===== src/design/ttc_pkg.sv =====
`timescale 1ns / 1ps

package ttc_pkg;

  // default configuration
  localparam int PosBitsDef    = 16;
  localparam int QueueDepthDef = 4;
  localparam int FieldBits     = 16;

  typedef enum logic [2:0] {
    KindEnd    = 3'd0,
    KindPunct  = 3'd1,
    KindNumber = 3'd2,
    KindWord   = 3'd3,
    KindUpper  = 3'd4
  } token_kind_e;

  // input word: one text byte or the end marker
  typedef struct packed {
    logic [7:0] char_byte;
    logic       end_of_text;
  } in_word_t;

  // output word: one token
  typedef struct packed {
    token_kind_e          token_kind;
    logic [FieldBits-1:0] token_start;
    logic [FieldBits-1:0] token_length;
    logic                 last_of_run;
  } out_word_t;

  // token without the run marker, as held in the queue
  typedef struct packed {
    token_kind_e          kind;
    logic [FieldBits-1:0] start;
    logic [FieldBits-1:0] length;
  } token_t;

  // one queue entry: all tokens caused by one input word
  typedef struct packed {
    logic   two;
    token_t tok0;
    token_t tok1;
  } tok_rec_t;

endpackage


===== src/design/ttc_front.sv =====
`timescale 1ns / 1ps

module ttc_front #(
  parameter int PosBits = ttc_pkg::PosBitsDef
) (
  input  logic              clk_i,
  input  logic              rst_ni,
  input  logic              push,
  output logic              full,
  input  ttc_pkg::in_word_t in_word_i,
  output logic              rec_push_o,
  output ttc_pkg::tok_rec_t rec_o,
  input  logic              rec_full_i
);
  import ttc_pkg::*;

  localparam int ExtW = (PosBits > FieldBits) ? PosBits : FieldBits;

  localparam logic [7:0] ChUnder  = 8'h5F;
  localparam logic [7:0] ChDash   = 8'h2D;
  localparam logic [7:0] ChDot    = 8'h2E;
  localparam logic [7:0] ChComma  = 8'h2C;
  localparam logic [7:0] ChSemi   = 8'h3B;
  localparam logic [7:0] ChColon  = 8'h3A;
  localparam logic [7:0] ChBang   = 8'h21;
  localparam logic [7:0] ChQuest  = 8'h3F;
  localparam logic [7:0] ChLParen = 8'h28;
  localparam logic [7:0] ChRParen = 8'h29;
  localparam logic [7:0] ChDQuote = 8'h22;
  localparam logic [7:0] ChSQuote = 8'h27;
  localparam logic [7:0] ChSpace  = 8'h20;
  localparam logic [7:0] ChTab    = 8'h09;
  localparam logic [7:0] ChCr     = 8'h0D;

  typedef enum logic [1:0] {
    ModeNone   = 2'd0,
    ModeNumber = 2'd1,
    ModeWord   = 2'd2
  } run_mode_e;

  function automatic logic [FieldBits-1:0] to_field(logic [PosBits-1:0] v);
    logic [ExtW-1:0] w;
    w = ExtW'(v);
    return w[FieldBits-1:0];
  endfunction

  run_mode_e          mode_q, mode_d;
  logic [PosBits-1:0] start_q, start_d;
  logic [PosBits-1:0] pos_q, pos_d;
  logic               upper_q, upper_d;

  logic [7:0] c;
  logic is_space, is_punct, is_digit, is_upper, is_lower, is_word;
  logic run_open, accept;
  token_t run_tok, end_tok, punct_tok;
  logic [1:0] n_res;

  assign c        = in_word_i.char_byte;
  assign is_space = (c == ChSpace) || (c >= ChTab && c <= ChCr);
  assign is_punct = (c == ChDot) || (c == ChComma) || (c == ChSemi) || (c == ChColon) ||
                    (c == ChBang) || (c == ChQuest) || (c == ChLParen) ||
                    (c == ChRParen) || (c == ChDQuote) || (c == ChSQuote);
  assign is_digit = (c >= 8'h30) && (c <= 8'h39);
  assign is_upper = (c >= 8'h41) && (c <= 8'h5A);
  assign is_lower = (c >= 8'h61) && (c <= 8'h7A);
  assign is_word  = is_upper || is_lower || (c == ChUnder) || (c == ChDash);

  assign run_open = (mode_q == ModeNumber) || (mode_q == ModeWord);
  assign full     = rec_full_i;
  assign accept   = push && !rec_full_i;

  always_comb begin
    run_tok.kind   = (mode_q == ModeNumber) ? KindNumber :
                     (upper_q ? KindUpper : KindWord);
    run_tok.start  = to_field(start_q);
    run_tok.length = to_field(pos_q - start_q);
    end_tok.kind   = KindEnd;
    end_tok.start  = to_field(pos_q);
    end_tok.length = '0;
    punct_tok.kind   = KindPunct;
    punct_tok.start  = to_field(pos_q);
    punct_tok.length = FieldBits'(1);
  end

  always_comb begin
    mode_d  = mode_q;
    start_d = start_q;
    upper_d = upper_q;
    pos_d   = (pos_q == '1) ? pos_q : pos_q + 1'b1;
    n_res   = 2'd0;
    rec_o.two  = 1'b0;
    rec_o.tok0 = run_tok;
    rec_o.tok1 = end_tok;
    if (in_word_i.end_of_text) begin
      if (run_open) begin
        rec_o.two = 1'b1;
        n_res     = 2'd2;
      end else begin
        rec_o.tok0 = end_tok;
        n_res      = 2'd1;
      end
      mode_d  = ModeNone;
      start_d = '0;
      upper_d = 1'b0;
      pos_d   = '0;
    end else if (mode_q == ModeNumber && (is_digit || c == ChDot)) begin
      // number keeps running
    end else if (mode_q == ModeWord && is_word) begin
      if (is_lower) begin
        upper_d = 1'b0;
      end
    end else begin
      // close the open run first
      if (run_open) begin
        n_res = 2'd1;
      end
      mode_d  = ModeNone;
      upper_d = 1'b0;
      if (is_space) begin
        // skipped
      end else if (is_punct) begin
        if (run_open) begin
          rec_o.two  = 1'b1;
          rec_o.tok1 = punct_tok;
          n_res      = 2'd2;
        end else begin
          rec_o.tok0 = punct_tok;
          n_res      = 2'd1;
        end
      end else if (is_digit) begin
        mode_d  = ModeNumber;
        start_d = pos_q;
      end else if (is_word) begin
        mode_d  = ModeWord;
        start_d = pos_q;
        upper_d = is_upper;
      end
    end
  end

  assign rec_push_o = accept && (n_res != 2'd0);

  always_ff @(posedge clk_i or negedge rst_ni) begin
    if (!rst_ni) begin
      mode_q  <= ModeNone;
      start_q <= '0;
      pos_q   <= '0;
      upper_q <= 1'b0;
    end else if (accept) begin
      mode_q  <= mode_d;
      start_q <= start_d;
      pos_q   <= pos_d;
      upper_q <= upper_d;
    end
  end

endmodule


===== src/design/ttc_queue.sv =====
`timescale 1ns / 1ps

module ttc_queue #(
  parameter int Depth = ttc_pkg::QueueDepthDef
) (
  input  logic              clk_i,
  input  logic              rst_ni,
  input  logic              push_i,
  input  ttc_pkg::tok_rec_t rec_i,
  output logic              full_o,
  input  logic              pop_i,
  output ttc_pkg::tok_rec_t rec_o,
  output logic              empty_o
);
  import ttc_pkg::*;

  localparam int PtrW = (Depth > 1) ? $clog2(Depth) : 1;
  localparam int CntW = $clog2(Depth + 1);

  tok_rec_t         mem_q [Depth];
  logic [PtrW-1:0]  wr_ptr_q, wr_ptr_d, rd_ptr_q, rd_ptr_d;
  logic [CntW-1:0]  cnt_q, cnt_d;
  logic             do_push, do_pop;

  function automatic logic [PtrW-1:0] next_ptr(logic [PtrW-1:0] p);
    return (p == PtrW'(Depth - 1)) ? '0 : p + 1'b1;
  endfunction

  assign full_o  = (cnt_q == CntW'(Depth));
  assign empty_o = (cnt_q == '0);
  assign do_push = push_i && !full_o;
  assign do_pop  = pop_i && !empty_o;
  assign rec_o   = mem_q[rd_ptr_q];

  always_comb begin
    wr_ptr_d = do_push ? next_ptr(wr_ptr_q) : wr_ptr_q;
    rd_ptr_d = do_pop ? next_ptr(rd_ptr_q) : rd_ptr_q;
    cnt_d    = cnt_q;
    if (do_push && !do_pop) begin
      cnt_d = cnt_q + 1'b1;
    end else if (do_pop && !do_push) begin
      cnt_d = cnt_q - 1'b1;
    end
  end

  always_ff @(posedge clk_i or negedge rst_ni) begin
    if (!rst_ni) begin
      wr_ptr_q <= '0;
      rd_ptr_q <= '0;
      cnt_q    <= '0;
    end else begin
      wr_ptr_q <= wr_ptr_d;
      rd_ptr_q <= rd_ptr_d;
      cnt_q    <= cnt_d;
    end
  end

  always_ff @(posedge clk_i) begin
    if (do_push) begin
      mem_q[wr_ptr_q] <= rec_i;
    end
  end

endmodule


===== src/design/ttc_back.sv =====
`timescale 1ns / 1ps

module ttc_back (
  input  logic               clk_i,
  input  logic               rst_ni,
  input  ttc_pkg::tok_rec_t  rec_i,
  input  logic               rec_empty_i,
  output logic               rec_pop_o,
  output logic               empty,
  input  logic               pop,
  output ttc_pkg::out_word_t out_word_o
);
  import ttc_pkg::*;

  out_word_t out_q, out_d;
  logic      valid_q, valid_d;
  token_t    second_q, second_d;
  logic      pend_q, pend_d;
  logic      slot_free;

  assign slot_free  = !valid_q || pop;
  assign rec_pop_o  = slot_free && !pend_q && !rec_empty_i;
  assign empty      = !valid_q;
  assign out_word_o = out_q;

  always_comb begin
    out_d    = out_q;
    valid_d  = valid_q && !pop;
    second_d = second_q;
    pend_d   = pend_q;
    if (slot_free) begin
      if (pend_q) begin
        // second token of a pair
        out_d.token_kind   = second_q.kind;
        out_d.token_start  = second_q.start;
        out_d.token_length = second_q.length;
        out_d.last_of_run  = 1'b1;
        valid_d            = 1'b1;
        pend_d             = 1'b0;
      end else if (!rec_empty_i) begin
        out_d.token_kind   = rec_i.tok0.kind;
        out_d.token_start  = rec_i.tok0.start;
        out_d.token_length = rec_i.tok0.length;
        out_d.last_of_run  = !rec_i.two;
        valid_d            = 1'b1;
        second_d           = rec_i.tok1;
        pend_d             = rec_i.two;
      end
    end
  end

  always_ff @(posedge clk_i or negedge rst_ni) begin
    if (!rst_ni) begin
      valid_q <= 1'b0;
      pend_q  <= 1'b0;
    end else begin
      valid_q <= valid_d;
      pend_q  <= pend_d;
    end
  end

  always_ff @(posedge clk_i) begin
    out_q    <= out_d;
    second_q <= second_d;
  end

endmodule


===== src/design/text_token_classifier_core.sv =====
`timescale 1ns / 1ps

// channel   direction  handshake           word
// input     in         push / full         in_word_i  (char_byte, end_of_text)
// result    out        pop / empty         out_word_o (token_kind, token_start,
//                                                      token_length, last_of_run)
//
// the front takes one input word per cycle whenever the token queue has room
// a word causes zero, one or two tokens; tokens leave one per cycle while pop is
// high, so a closed run followed by punctuation or the end token leaves as two words
// the queue (QueueDepth entries) lets the front run ahead while pop is low
// reset clears run state, text position, queue pointers and the output valid flag
module text_token_classifier_core #(
  parameter int PosBits    = ttc_pkg::PosBitsDef,
  parameter int QueueDepth = ttc_pkg::QueueDepthDef
) (
  input  logic               clk_i,
  input  logic               rst_ni,
  // input side
  input  logic               push,
  output logic               full,
  input  ttc_pkg::in_word_t  in_word_i,
  // result side
  output logic               empty,
  input  logic               pop,
  output ttc_pkg::out_word_t out_word_o
);
  import ttc_pkg::*;

  // front to queue
  logic     f_push;
  tok_rec_t f_rec;
  logic     q_full;

  // queue to back
  tok_rec_t q_rec;
  logic     q_empty;
  logic     b_pop;

  // front: classify bytes, track the open run and position
  ttc_front #(
    .PosBits(PosBits)
  ) u_front (
    .clk_i      (clk_i),
    .rst_ni     (rst_ni),
    .push       (push),
    .full       (full),
    .in_word_i  (in_word_i),
    .rec_push_o (f_push),
    .rec_o      (f_rec),
    .rec_full_i (q_full)
  );

  // short queue of token records between the two halves
  ttc_queue #(
    .Depth(QueueDepth)
  ) u_queue (
    .clk_i   (clk_i),
    .rst_ni  (rst_ni),
    .push_i  (f_push),
    .rec_i   (f_rec),
    .full_o  (q_full),
    .pop_i   (b_pop),
    .rec_o   (q_rec),
    .empty_o (q_empty)
  );

  // back: split records into single tokens behind an output register
  ttc_back u_back (
    .clk_i       (clk_i),
    .rst_ni      (rst_ni),
    .rec_i       (q_rec),
    .rec_empty_i (q_empty),
    .rec_pop_o   (b_pop),
    .empty       (empty),
    .pop         (pop),
    .out_word_o  (out_word_o)
  );

endmodule

===== config.mk =====
export PLATFORM = sky130hd
export DESIGN_NAME = text_token_classifier_core
export DESIGN_NICKNAME = d
export VERILOG_FILES = /design/src/design/ttc_pkg.sv /design/src/design/ttc_front.sv /design/src/design/ttc_queue.sv /design/src/design/ttc_back.sv /design/src/design/text_token_classifier_core.sv
export SDC_FILE = /design/constraint.sdc
export NUM_CORES = 1
export LEC_CHECK = 0
export ABC_AREA = 1
export BUFFER_PORTS_ARGS = -buffer_cell sky130_fd_sc_hd__buf_2
export CAP_MARGIN = 20
export CORE_ASPECT_RATIO = 1.2
export CORE_MARGIN = 2
export CORE_UTILIZATION = 56
export CTS_CLUSTER_DIAMETER = 200
export DETAILED_ROUTE_END_ITERATION = 10
export HOLD_SLACK_MARGIN = 0.08
export PLACE_DENSITY = 0.75
export SYNTH_ARGS = -nofsm -noshare
export SYNTH_HDL_FRONTEND = slang
export SYNTH_SLANG_ARGS = --single-unit
export TNS_END_PERCENT = 5

===== constraint.sdc =====
create_clock -name clk_i -period 4.45 [get_ports clk_i]
set_input_delay 0 -clock clk_i [delete_from_list [all_inputs] [get_ports clk_i]]
set_output_delay 0 -clock clk_i [all_outputs]
set_load 0.02 [all_outputs]

==> out/metrics.yaml <==
crit_path_max_fanout: 7
synthArstFlopShare_pct: 14.24
fp.dieArea_sq_um: 25580
cts.sinks: 309
ys_warn_count: 0
cts_tree: "done"
post-route-util_pct: 63.76
r2r_start: "u_front.mode_q[0]"
grt_pass1_wl_mm: 47.06
drtAntennaViolNets: 0
instances_no_fill: 1632
power.density_nw_per_um2: 637.4
cp-end-kind: "flop"
synth_flop_cell: "edfxtp_1"
via_per_inst: 5.638
tightestPinTransition_ns: 1.039
placed_cells: 1565
syn-num-nets: 1274
core_sq_um: 23890
synth_top_cell_by_area: "edfxtp_1"
drc: 0
status: "completed"
timing.fmax_ghz: 0.2812
wl_met1_mm: 12.08
drive_above_1_share_pct: 12.42
cts_buffers: 29
start_util_pct: 56.99
n_antenna_cell: 0
crit_start: "in_word_i[6]"
routed.top_layer: "met4"
ys_ff_latch: 309
slew_violations: 0
grt_pass1_vias: 9136
synth.most_common_cell: "edfxtp_1"
maxCapViolations: 0
finalClockSkew_ns: 0.01587
drt-initial-drc-count: 716
nNetsFinal: 1329
insertion_delay_ns: 0.55
ctsResizeCount: 0
ys_types: 47
syn_area_per_cell_sq_um: 11.03
tns_ns: 0
syn-cell-area_sq_um: 13620
wl_met3_mm: 1.691
finalSetupViolations: 0
drt_wl_total_mm: 29.49
grt_usage_pct: 23.24
peakVddDrop_v: 0.0004358
p_leak_nw: 5.799
fp.dieW_um: 146.3
areaGrowthSynthToFinish_pct: 11.88
grt.overflow.total: 0
hpwlAfterDp_mm: 17.99
firstDrtPassIters: 5
rr_worst_depth: 15
synth_area_leaders: "edfxtp_1, dfrtp_1, nor2_1"
htreeDepth: 1
vias: 9201
period_minus_slack_ns: 3.556
die_y_um: 174.8
port_buffers: 50
worstPathRequired_ns: 4.88
fp-row-count: 62
r2r-end: "u_queue.cnt_q[1]"
period_share_pct: 79.92
hold_class: "input pin to async pin"
io_pins: 51
cp_data_arrival_time_ns: 3.99
path_class: "input pin to flop"
r2r_slack_ns: 1.32
netlist.area_leader.share_pct: 58.45
grt_max_degree: 81
root_buffer: "clkbuf_16"
clk_pin_slew_ns: 0.06
rsz0062_at_grt: "no"
syn_inst: 1234
antenna_found_initial: 0
cts.path.max_buffers: 3
routedWlPerCell_um: 18.07
place_congestion: 0.9091
worstSetupStartpointType: "input pin"
met2_length_mm: 14.99
synth_edf_count: 265
hold_violations: 0
slew_headroom_pct: 30.67
ys_seq_area_share_pct: 66.53
fillers: 1817
synthTopCellsByCount: "edfxtp_1, nor2_1, nand2_1"
## worst max-delay path by stage
stage | cells after the start | to
after floorplan | 12 | u_queue.mem_q[0][16]
after global placement | 15 | u_queue.cnt_q[1]
after detailed placement | 15 | u_queue.cnt_q[1]
after CTS | 18 | u_queue.cnt_q[1]
after global routing | 18 | u_queue.cnt_q[1]
final | 18 | u_queue.cnt_q[1]
## state kept, by name, summed over array words and instances (netlist names)
signal and count:
u_queue.mem_q 212, u_back.out_word_o 36, u_back.second_q 17, u_front.pos_q 16, u_front.start_q 16, u_queue.cnt_q 3
u_front.mode_q 2, u_queue.rd_ptr_q 2, u_queue.wr_ptr_q 2, u_back.pend_q 1, u_back.valid_q 1, u_front.upper_q 1
## worst max-delay path, cell delays in order
cell           delay, ns
dlygate4sd3_1       0.54
buf_2               0.14
nor2_1              0.19
dlygate4sd3_1       0.60
nand2_1             0.07
dlygate4sd3_1       0.57
nor2_1              0.16
nor2_2              0.07
nand2_2             0.08
nand2_1             0.08
nand3_2             0.10
nand3_2             0.10
nand2_2             0.25
inv_1               0.08
ha_1                0.18
inv_1               0.09
fa_1                0.42
mux2_2              0.26
## stage by stage
step	instance area (sq um)	worst slack, ns	power, mW	hold WS (ns)
3_5_place_dp	14160	1.333	7.328	0.1524
3_3_place_gp	14160	1.389	7.227	0.1575
4_1_cts	15230	1.073	9.747	0.1132
5_1_grt	15230	0.7436	10.24	0.1514
2_1_floorplan	13620	-0.01583	6.383	-0.2956
6_report	15230	0.8936	9.709	0.09376
## what timing repair did
| item | 4_1_cts | 5_1_grt |
|---|---|---|
| hold buffers | 13 | 0 |
| endpoints found under the hold margin | 59 | 0 |
| setup buffers | 0 | 0 |
| setup endpoints to repair | 0 | 0 |
## report_power, final
part	internal, mW	total (mW)	switching [mW]
logic	0.880	2.99	2.11
registers	4.07	4.30	0.237
clock network	1.39	2.42	1.02
## cell type report
type,instances,area (sq um),share of cell area (%)
Clock buffer,44,822.0,5.396
Clock inverter,10,116.4,0.7639
Inverter,82,307.8,2.021
Multi-Input combinational cell,790,4029,26.45
Sequential cell,309,9060,59.47
Tap cell,320,400.4,2.628
Timing Repair Buffer,77,498.0,3.269
## cells by family (layout without fill, tap and decap cells)
| logic type | after synthesis | count (layout) | share of synthesized area, % |
|---|---|---|---|
| DFF | 309 | 309 | 66.53 |
| muxes | 1 | 1 | 0.08270 |
| adders and majority gates | 27 | 27 | 2.591 |
| and+or+nand+nor | 484 | 484 | 14.76 |
| buffers and inverters | 135 | 213 | 4.098 |
| xor gates and xnor gates | 19 | 19 | 1.222 |
| AOI/OAI and AO/OA | 259 | 259 | 10.72 |
## metal layers
layer / vias to the layer above / track usage [%]
met5: - / 0
met2: 340 / 41.08
li1: 4402 / -
met1: 4400 / 30.17
met4: 0 / 7.969
met3: 59 / 2.533
## placed cells by master (no fill, tap or decap), types with 9 or more instances in the layout
master	instances
xor2_1	12
o22ai_1	18
buf_2	50
o21ai_2	14
inv_1	75
nand2_1	154
buf_4	13
clkbuf_16	29
nand2_2	16
edfxtp_1	265
ha_1	25
nor2_1	243
a21oi_1	47
clkbuf_1	11
dfrtp_1	43
a31oi_1	16
o21ai_1	9
o21ai_0	136
nor3_1	10
dlygate4sd3_1	13
nand3_1	34
Power figures use the tool's default switching activity.
